$ cat src/rtl/core/fpp_pkg.sv
// ---------------------------------------------------------------------------
// fpp_pkg
// Shared types, character codes and helpers for the bracketed frame parser.
// ---------------------------------------------------------------------------
`timescale 1ns / 1ps
`default_nettype none

package fpp_pkg;

  // default number of buffered characters per field, the last slot is unused
  localparam int FIELD_BUFFER_DEF = 24;

  localparam int VALUE_W = 16;

  localparam logic [7:0] CH_OPEN  = 8'h5B;  // '['
  localparam logic [7:0] CH_CLOSE = 8'h5D;  // ']'
  localparam logic [7:0] CH_COMMA = 8'h2C;  // ','
  localparam logic [7:0] CH_PLUS  = 8'h2B;  // '+'
  localparam logic [7:0] CH_MINUS = 8'h2D;  // '-'
  localparam logic [7:0] CH_SPACE = 8'h20;
  localparam logic [7:0] CH_TAB   = 8'h09;
  localparam logic [7:0] CH_CR    = 8'h0D;
  localparam logic [7:0] CH_ZERO  = 8'h30;
  localparam logic [7:0] CH_NINE  = 8'h39;

  // frame position
  typedef enum logic [2:0] {
    PH_WAIT = 3'd0,
    PH_F1   = 3'd1,
    PH_F2   = 3'd2,
    PH_F3   = 3'd3,
    PH_F4   = 3'd4
  } phase_t;

  // per-field number scan
  typedef enum logic [1:0] {
    SC_SPACE  = 2'd0,
    SC_SIGN   = 2'd1,
    SC_DIGITS = 2'd2,
    SC_DONE   = 2'd3
  } scan_t;

  // scan state of one field, without its character count
  typedef struct packed {
    logic [VALUE_W-1:0] value;
    scan_t              scan;
    logic               neg;
  } field_t;

  // one finished frame
  typedef struct packed {
    logic [VALUE_W-1:0] value_one;
    logic [VALUE_W-1:0] value_two;
    logic [VALUE_W-1:0] value_three;
    logic [VALUE_W-1:0] value_four;
  } frame_t;

  // status from the frame controller for the item in the input register
  typedef struct packed {
    logic   emit;
    phase_t phase;
  } ctrl_stat_t;

  function automatic logic is_space(input logic [7:0] ch);
    return (ch == CH_SPACE) || ((ch >= CH_TAB) && (ch <= CH_CR));
  endfunction

  function automatic logic is_digit(input logic [7:0] ch);
    return (ch >= CH_ZERO) && (ch <= CH_NINE);
  endfunction

  // value * 10 + digit, saturated to the field width
  function automatic logic [VALUE_W-1:0] add_digit(input logic [VALUE_W-1:0] v,
                                                   input logic [7:0] ch);
    logic [VALUE_W+3:0] acc;
    logic [7:0]         d;
    d   = ch - CH_ZERO;
    acc = ({4'b0, v} << 3) + ({4'b0, v} << 1) + (VALUE_W+4)'(d[3:0]);
    if (acc[VALUE_W+3:VALUE_W] != 4'b0) begin
      return {VALUE_W{1'b1}};
    end
    return acc[VALUE_W-1:0];
  endfunction

endpackage

`default_nettype wire

$ cat src/rtl/core/bracketed_four_value_frame_parser_core.sv
// ---------------------------------------------------------------------------
// bracketed_four_value_frame_parser_core
// Parses [a,b,c,d] character streams into four saturated unsigned values.
// ---------------------------------------------------------------------------
//  channel  | ports                                  | direction
//  ---------+----------------------------------------+----------
//  input    | in_valid, in_stall, in_rx_byte         | in
//  result   | out_valid, out_stall, out_value_one..  | out
//           | out_value_four                         |
//
//  One character per cycle while in_stall is low: input register, one pass of
//  field logic, then the result register.
//  A closing bracket stalls only while the result register is full and stalled;
//  other characters keep flowing under an output stall.
//  rst_n is synchronous; it clears the frame position and all field state.
// ---------------------------------------------------------------------------
`timescale 1ns / 1ps
`default_nettype none

module bracketed_four_value_frame_parser_core #(
  parameter int FIELD_BUFFER = fpp_pkg::FIELD_BUFFER_DEF
) (
  input  wire logic                         clk,
  input  wire logic                         rst_n,
  input  wire logic                         in_valid,
  output logic                              in_stall,
  input  wire logic [7:0]                   in_rx_byte,
  output logic                              out_valid,
  input  wire logic                         out_stall,
  output logic [fpp_pkg::VALUE_W-1:0]       out_value_one,
  output logic [fpp_pkg::VALUE_W-1:0]       out_value_two,
  output logic [fpp_pkg::VALUE_W-1:0]       out_value_three,
  output logic [fpp_pkg::VALUE_W-1:0]       out_value_four
);
  import fpp_pkg::*;

  logic       hold_valid_r;
  logic [7:0] hold_byte_r;
  logic       out_valid_r;
  frame_t     out_frame_r;
  ctrl_stat_t stat;
  frame_t     frame;
  logic       advance;

  // item in the input register moves on unless its result cannot be stored
  assign advance  = hold_valid_r && (!stat.emit || !out_valid_r || !out_stall);
  assign in_stall = hold_valid_r && !advance;

  // input register
  always_ff @(posedge clk) begin
    if (!rst_n) begin
      hold_valid_r <= 1'b0;
    end else if (!in_stall) begin
      hold_valid_r <= in_valid;
    end
  end

  always_ff @(posedge clk) begin
    if (!in_stall && in_valid) begin
      hold_byte_r <= in_rx_byte;
    end
  end

  fpp_frame_ctrl #(
    .FIELD_BUFFER(FIELD_BUFFER)
  ) u_ctrl (
    .clk  (clk),
    .rst_n(rst_n),
    .step (advance),
    .ch   (hold_byte_r),
    .stat (stat),
    .frame(frame)
  );

  // result register
  always_ff @(posedge clk) begin
    if (!rst_n) begin
      out_valid_r <= 1'b0;
    end else if (advance && stat.emit) begin
      out_valid_r <= 1'b1;
    end else if (!out_stall) begin
      out_valid_r <= 1'b0;
    end
  end

  always_ff @(posedge clk) begin
    if (advance && stat.emit) begin
      out_frame_r <= frame;
    end
  end

  assign out_valid       = out_valid_r;
  assign out_value_one   = out_frame_r.value_one;
  assign out_value_two   = out_frame_r.value_two;
  assign out_value_three = out_frame_r.value_three;
  assign out_value_four  = out_frame_r.value_four;

`ifndef SYNTHESIS
  // a frame result lands in the result register
  a_emit_loads: assert property (@(posedge clk) disable iff (!rst_n)
    advance && stat.emit |=> out_valid_r)
    else $error("frame result not registered");

  // stall is only raised for a held item
  a_stall_needs_item: assert property (@(posedge clk) disable iff (!rst_n)
    !hold_valid_r |-> !in_stall)
    else $error("stall without held item");

  // an opening bracket always restarts at the first field
  a_open_restarts: assert property (@(posedge clk) disable iff (!rst_n)
    advance && (hold_byte_r == CH_OPEN) |=> stat.phase == PH_F1)
    else $error("opening bracket did not restart frame");

  // results only come from a closing bracket in the fourth field
  a_emit_source: assert property (@(posedge clk) disable iff (!rst_n)
    stat.emit |-> (hold_byte_r == CH_CLOSE) && (stat.phase == PH_F4))
    else $error("result from wrong position");
`endif

endmodule

`default_nettype wire

$ cat src/rtl/core/fpp_field_scan.sv
// ---------------------------------------------------------------------------
// fpp_field_scan
// Next scan state of one field for one received character.
// ---------------------------------------------------------------------------
`timescale 1ns / 1ps
`default_nettype none

module fpp_field_scan #(
  parameter int FIELD_BUFFER = fpp_pkg::FIELD_BUFFER_DEF,
  parameter int CNT_W        = $clog2(FIELD_BUFFER)
) (
  input  wire logic [7:0]       ch,
  input  wire fpp_pkg::field_t  fld,
  input  wire logic [CNT_W-1:0] cnt,
  output fpp_pkg::field_t       fld_nxt,
  output logic [CNT_W-1:0]      cnt_nxt
);
  import fpp_pkg::*;

  localparam logic [CNT_W-1:0] CNT_LIM = CNT_W'(FIELD_BUFFER - 1);

  logic dig;

  assign dig = is_digit(ch);

  // whitespace, sign, digits, then done; characters past the limit are dropped
  always_comb begin
    fld_nxt = fld;
    cnt_nxt = cnt;
    if (cnt < CNT_LIM) begin
      cnt_nxt = cnt + CNT_W'(1);
      case (fld.scan)
        SC_SPACE: begin
          if (is_space(ch)) begin
            fld_nxt.scan = SC_SPACE;
          end else if (ch == CH_PLUS) begin
            fld_nxt.scan = SC_SIGN;
          end else if (ch == CH_MINUS) begin
            fld_nxt.neg  = 1'b1;
            fld_nxt.scan = SC_SIGN;
          end else if (dig) begin
            fld_nxt.value = add_digit(fld.value, ch);
            fld_nxt.scan  = SC_DIGITS;
          end else begin
            fld_nxt.scan = SC_DONE;
          end
        end
        SC_SIGN, SC_DIGITS: begin
          if (dig) begin
            fld_nxt.value = add_digit(fld.value, ch);
            fld_nxt.scan  = SC_DIGITS;
          end else begin
            fld_nxt.scan = SC_DONE;
          end
        end
        default: begin
          fld_nxt.scan = SC_DONE;
        end
      endcase
    end
  end

endmodule

`default_nettype wire

$ cat src/rtl/core/fpp_frame_ctrl.sv
// ---------------------------------------------------------------------------
// fpp_frame_ctrl
// Frame position and the four field registers; updates on each stepped item.
// ---------------------------------------------------------------------------
`timescale 1ns / 1ps
`default_nettype none

module fpp_frame_ctrl #(
  parameter int FIELD_BUFFER = fpp_pkg::FIELD_BUFFER_DEF
) (
  input  wire logic           clk,
  input  wire logic           rst_n,
  input  wire logic           step,
  input  wire logic [7:0]     ch,
  output fpp_pkg::ctrl_stat_t stat,
  output fpp_pkg::frame_t     frame
);
  import fpp_pkg::*;

  localparam int CNT_W = $clog2(FIELD_BUFFER);

  phase_t           phase_r, phase_nxt;
  field_t           fld_r [4];
  logic [CNT_W-1:0] cnt_r [4];
  field_t           fld_upd;
  logic [CNT_W-1:0] cnt_upd;
  logic [1:0]       k;
  logic             in_frame;

  assign in_frame = (phase_r != PH_WAIT);
  assign k        = 2'(phase_r - PH_F1);

  // scan logic shared by the active field
  fpp_field_scan #(
    .FIELD_BUFFER(FIELD_BUFFER),
    .CNT_W       (CNT_W)
  ) u_scan (
    .ch     (ch),
    .fld    (fld_r[k]),
    .cnt    (cnt_r[k]),
    .fld_nxt(fld_upd),
    .cnt_nxt(cnt_upd)
  );

  // next frame position
  always_comb begin
    phase_nxt = phase_r;
    if (ch == CH_OPEN) begin
      phase_nxt = PH_F1;
    end else if (!in_frame) begin
      phase_nxt = PH_WAIT;
    end else if (ch == CH_CLOSE) begin
      phase_nxt = PH_WAIT;
    end else if (ch == CH_COMMA) begin
      case (phase_r)
        PH_F1:   phase_nxt = PH_F2;
        PH_F2:   phase_nxt = PH_F3;
        PH_F3:   phase_nxt = PH_F4;
        PH_F4:   phase_nxt = PH_F4;
        default: phase_nxt = PH_WAIT;
      endcase
    end
  end

  // status and frame outputs
  always_comb begin
    stat.emit  = (ch == CH_CLOSE) && (phase_r == PH_F4);
    stat.phase = phase_r;
    frame.value_one   = fld_r[0].neg ? '0 : fld_r[0].value;
    frame.value_two   = fld_r[1].neg ? '0 : fld_r[1].value;
    frame.value_three = fld_r[2].neg ? '0 : fld_r[2].value;
    frame.value_four  = fld_r[3].neg ? '0 : fld_r[3].value;
  end

  // phase register
  always_ff @(posedge clk) begin
    if (!rst_n) begin
      phase_r <= PH_WAIT;
    end else if (step) begin
      phase_r <= phase_nxt;
    end
  end

  // field registers: opening bracket clears all, other text updates the active one
  always_ff @(posedge clk) begin
    if (!rst_n) begin
      for (int i = 0; i < 4; i++) begin
        fld_r[i] <= '{value: '0, scan: SC_SPACE, neg: 1'b0};
        cnt_r[i] <= '0;
      end
    end else if (step) begin
      if (ch == CH_OPEN) begin
        for (int i = 0; i < 4; i++) begin
          fld_r[i] <= '{value: '0, scan: SC_SPACE, neg: 1'b0};
          cnt_r[i] <= '0;
        end
      end else if (in_frame && (ch != CH_CLOSE) && (ch != CH_COMMA)) begin
        fld_r[k] <= fld_upd;
        cnt_r[k] <= cnt_upd;
      end
    end
  end

endmodule

`default_nettype wire
$ cat config.mk
export PLATFORM = sky130hd
export DESIGN_NAME = bracketed_four_value_frame_parser_core
export DESIGN_NICKNAME = d
export VERILOG_FILES = /design/src/rtl/core/fpp_pkg.sv /design/src/rtl/core/bracketed_four_value_frame_parser_core.sv /design/src/rtl/core/fpp_field_scan.sv /design/src/rtl/core/fpp_frame_ctrl.sv
export SDC_FILE = /design/constraint.sdc
export NUM_CORES = 1
export LEC_CHECK = 0
export BUFFER_PORTS_ARGS = -buffer_cell sky130_fd_sc_hd__buf_2
export CAP_MARGIN = 20
export CORE_MARGIN = 2
export CORE_UTILIZATION = 55
export CTS_CLUSTER_SIZE = 25
export DETAILED_ROUTE_END_ITERATION = 10
export PLACE_DENSITY = 0.82
export SYNTH_ARGS = -nofsm -noshare
export SYNTH_HDL_FRONTEND = slang
export SYNTH_SLANG_ARGS = --single-unit
$ cat constraint.sdc
create_clock -name clk -period 5.3 [get_ports clk]
set_clock_uncertainty 0.2 [all_clocks]
set_input_delay 0.265 -clock clk [delete_from_list [all_inputs] [get_ports clk]]
set_output_delay 0.265 -clock clk [all_outputs]
set_load 0.02 [all_outputs]
## Word level (Yosys, flattened, before mapping)

Memory sizes are Yosys's and may differ from the RTL's.
Index checks and enable logic that the tools add are counted.
W data, S select, Z words.

- $add $sub $neg: 5
- $lt $le $gt $ge: 5
- Equal/unequal tests: 16
- Muxes and demuxes: 60
- Bitwise operators: 8
- Reductions and logical operators: 25

Operators with widths:

| operator | number |
|---|---|
| $mux W16 | 8 |
| $mux W19 | 6 |
| $eq A8 B6 Y1 const B | 4 |
| $pmux W16 S2 | 1 |
| $mux W5 | 6 |
| $mux W1 | 28 |
| $add A19 B17 Y20 | 1 |
| $add A20 B4 Y20 | 1 |
| $reduce_or A19 Y1 | 1 |
| $eq A8 B7 Y1 const B | 2 |
| $mux W3 | 4 |
| $mux W2 | 5 |
| $logic_and A1 B1 Y1 | 9 |
| $pmux W3 S3 | 1 |
| $ge A8 B4 Y1 const B | 1 |
| $ge A8 B6 Y1 const B | 1 |
| $le A8 B4 Y1 const B | 1 |
| $le A8 B6 Y1 const B | 1 |
| $ne A8 B6 Y1 const B | 1 |
| $ne A8 B7 Y1 const B | 1 |
| $or A1 B1 Y1 | 8 |
| $eq A3 B2 Y1 const B | 2 |
| $add A5 B1 Y5 const B | 1 |
| $logic_not A1 Y1 | 5 |
| 17 further kinds | 20 |

- Bits in registers: 77
- Memory bits (writable): 96
- Logic and storage cells: 129
- Memories: 2

Memories:

| name | depth | bits a word | read ports | clocked after Yosys merged registers in | write ports | line | RTL |
|---|---|---|---|---|---|---|---|
| u_ctrl.fld_r | 4 | 19 | 5 | 0 | 4 | fpp_frame_ctrl.sv:23 | `field_t fld_r [4];` |
| u_ctrl.cnt_r | 4 | 5 | 1 | 0 | 4 | fpp_frame_ctrl.sv:24 | `logic [CNT_W-1:0] cnt_r [4];` |

## Logic depth before layout (Yosys ltp)

An unclocked memory read counts as a cell.

- Word-level depth: 20
- Mapped depth: 20

## Hierarchy

Synthesis repeated with hierarchy kept, for this count alone.

- Cells, all modules: 672
- Area total of the unflattened synthesis: 9,002.4 um2

Modules (own cells, without submodules):

| module | times used | cells an instance | area each (um2) | sequential area each (um2) |
|---|---|---|---|---|
| fpp_frame_ctrl | 1 | 355 | 5,031.1 | 2,942.8 |
| bracketed_four_value_frame_parser_core | 1 | 83 | 2,257.2 | 2,202.1 |
| fpp_field_scan | 1 | 234 | 1,714.1 | 0.0 |

## Worst setup path after synthesis

No wires, ideal clock.

- Kind: reg2reg
- Start point: reg u_ctrl.phase_r[0]
- End point: mem u_ctrl.fld_r[3][3] in the netlist's numbering (data pin)
- Library setup time: 264 ps
- Arrival: 5,325 ps
- Data required time: 4,836 ps
- Slack: -489 ps
- Cell stages (with the launch flop): 20
- Path buffers: 6
- Period minus slack after synthesis: 5,789 ps
- Cell sequence: dfxtp_1 buf_6 buf_2 buf_2 inv_1 ha_1 buf_2 buf_1 mux4_2 fa_1 inv_1 fa_1 nand2b_1 a21oi_1 o21a_1 a211o_1 o2111ai_2 nor3_4 buf_4 o21ai_0

RTL lines:

| what | line | RTL |
|---|---|---|
| from (decl) | fpp_frame_ctrl.sv:22 | `phase_t phase_r, phase_nxt;` |
| from (signal assigned) | fpp_frame_ctrl.sv:80 | `phase_r <= phase_nxt;` |
| to (decl) | fpp_frame_ctrl.sv:23 |  |

==> reports/metrics.cfg <==
[power]
power_leakage_nw=3.995
peakVddDrop_mv=0.2407
power_switching_w=0.0009736
pwr-share-comb_pct=18.4
power_w=0.003376
p_sw_share_pct=28.84
p_per_area_nw_per_um2=315.0
clockPowerShare_pct=35.4
p_int_w=0.002403
seqPwrFrac_pct=46.3

[timing]
grt_setup_unrepaired=false
slew_viol_final=0
slew_headroom_pct=29.02
timing.final.crit_period_ns=4.998
worst_pin_slew_ns=1.058
hold_violations=0
clock.fmax_ghz=0.2001
finalSetupViolations=0
finalCritPeriodShare_pct=94.29
setup_tns_ns=0
timing.hold.ws_ns=0.01886

[clocking]
cts_tree=yes
cts_num_sinks=173
cts_root_buf=clkbuf_16
cts_buffers=17
cts_htree_levels=4
clockBufferDepth=2
path_clk_slew_ns=0.07
insertion_delay_ns=0.45
post_cts_buffers=0

[floorplan]
die_area_sq_um=18150
io_pins=78
core_area_sq_um=16640
rows=47
fp.dieW_um=134.7
initial_core_util_pct=56.46
die_h_um=134.7

[logic_synthesis]
synth_cell_type_count=79
yosysMostFrequentCell=edfxtp_1
yosysSeqAreaShare_pct=54.75
netlist_top_cells_area=edfxtp_1, mux4_2, ha_1
synth_mux_area_share_pct=5.965
synth_compound_area_share_pct=12.86
synth-seq-cells=173
netlist.area_leader.share_pct=53.69
synth_area_sq_um=9397
syn_nets=833
synth-simple-area-share_pct=16.46
synthTopCellsByCount=edfxtp_1, nor2_1, nor2b_1, nand2_1
synth_area_per_cell_sq_um=12.08
synthAdderAreaFrac_pct=5.885
ys.warnings.count=0
synth_top_family_by_area=simple AND/OR/NAND/NOR gates
synth_edf_count=168
synth-xor-area-share_pct=1.292
synthCells=778
synth_top_cell_by_area=edfxtp_1
synthArstFlopShare_pct=0
synth_ff_type=edfxtp_1

[grt]
grt_pass1_vias=6524
grt_antenna_before_repair=0
grt_usage_pct=25.40
grt_pass1_wl_um=34740
grt_max_degree=65
gr-total-overflow=0

[flow_run]
cap_violations=0

[drt]
ant_nets=0
drt_wl_total_um=22160
dr.first_iter.drc_count=771
drc=0
vias=6768
drt_first_pass_iters=5
viasPerCell=6.175
route.detailed.wl_per_inst_um=20.22

[place]
place_hpwl_um=15070
port-buffer-count=77
gp_congestion=0.9596
dp.cells=1053

[run_status]
outcome=completed

[worst_setup_path]
cp-start-kind=flop
crit_slowest_cell=ha_2
cpPeakStageDelay_ns=0.53
arrival_ns=4.96
critPathMaxFanout=36
path_cells=inv_1, ha_2, buf_4, mux4_2, ha_1, ha_1, and2_1, a221oi_2, nand2_2, a221oi_2, xnor2_2, nor3_4, buf_4, o21ai_0
crit_type=reg2reg
crit_required_ns=5.27
critPathCaptureType=flop

[cells_and_area]
n_antenna_cell=0
fin_nets=918
drive_above_1_share_pct=20.55
area_delta_synth_final_pct=14.09
fin_cells=1096
fin_util_pct=64.42

[hold_path]
hold_path.class=in2reg

sequential cells by signal (all words and copies together), names as in the netlist:
register,count
u_ctrl.fld_r,76
u_ctrl.cnt_r,20
out_value_four,16
out_value_one,16
out_value_three,16
out_value_two,16
hold_byte_r,8
u_ctrl.phase_r,3
hold_valid_r,1
out_valid,1
cell type report:
cell class	count	area [sq um]
Clock buffer	17	425.4
Clock inverter	15	135.1
Fill cell	1249	5922
Inverter	24	90.09
Multi-Input combinational cell	545	4035
Sequential cell	173	5146
Tap cell	220	275.3
Timing Repair Buffer	102	613.1
cell families after synthesis:
logic type                 count (synthesis)
buffers and inverters                     60
muxes                                     26
AOI/OAI and AO/OA                        172
xor gates and xnor gates                  13
DFF                                      173
adders and majority gates                 43
and+or+nand+nor                          291
power groups by stage:
| stage | combinational (W) | clock (W) | sequential, W |
|---|---|---|---|
| 6_report | 0.000620 | 0.00119 | 0.00156 |
| 5_1_grt | 0.000670 | 0.00126 | 0.00157 |
| 4_1_cts | 0.000601 | 0.00120 | 0.00156 |
| 3_5_place_dp | 0.000590 | 0 | 0.00159 |
| 3_3_place_gp | 0.000585 | 0 | 0.00159 |
| 2_1_floorplan | 0.000464 | 0 | 0.00157 |
worst max-delay path: cells and delay by family (launching register included):
kind                       cells  cell delay, ns
AOI/OAI and AO/OA              3            0.97
xor gates and xnor gates       1            0.24
adders and majority gates      3            1.22
buffers and inverters          3            0.70
DFF                            1            0.41
muxes                          1            0.37
and+or+nand+nor                3            0.60
metal layers:
layer	track usage, %	up-vias	part of all wire (%)
li1	-	3094	-
met1	33.43	3221	40
met2	39.90	385	47
met3	6.532	68	9.2
met4	11.64	0	4.2
met5	0	-	0
metrics by stage:
stage / instance area, sq um / setup slack, ns
6_report: 10720 / 0.3024
5_1_grt: 10720 / 0.08679
2_1_floorplan: 9429 / 0.01553
3_5_place_dp: 10040 / 0.2495
4_1_cts: 10710 / 0.2171
3_3_place_gp: 10040 / 0.3257
cell usage in the layout (no fill, tap or decap), types with 5 or more instances in the layout:
master / n
edfxtp_1: 168
nor2_1: 77
buf_2: 77
nor2b_1: 70
nand2_1: 66
a21oi_1: 40
ha_1: 40
o21ai_0: 29
mux4_2: 24
inv_1: 23
clkbuf_16: 17
o21ai_1: 14
buf_4: 13
nand3_1: 12
a22oi_1: 12
dlygate4sd3_1: 11
and3_1: 10
o31ai_1: 9
nor3_1: 8
o211ai_1: 8
xnor2_1: 7
and2_1: 6
nor4_2: 6
nand2b_1: 5
or2_2: 5
o41ai_1: 5
nand3b_1: 5
a31oi_1: 5
o21a_1: 5
xor2_1: 5
inv_6: 5
what timing repair did:
action                     CTS  global route
hold endpoints to repair    13             0
hold buffers                11             0
resized for setup            0             2
setup endpoints to repair    0             9
final timing paths:
path | startpoint | endpoint | slack, ns | cells past startpoint
setup reg to reg | u_ctrl.phase_r[1]$_SDFFE_PN0P_ | u_ctrl.fld_r[0][3]$_SDFFCE_PN0P_ | 0.30 | 14
hold reg to reg | u_ctrl.fld_r[3][6]$_SDFFCE_PN0P_ | out_value_four[3]$_SDFFCE_PP0P_ | 0.36 | 1
hold / removal | out_stall | out_valid$_SDFFE_PN0P_ | 0.02 | 3
setup / recovery | u_ctrl.phase_r[1]$_SDFFE_PN0P_ | u_ctrl.fld_r[0][3]$_SDFFCE_PN0P_ | 0.30 | 14
Power figures use the tool's default switching activity.
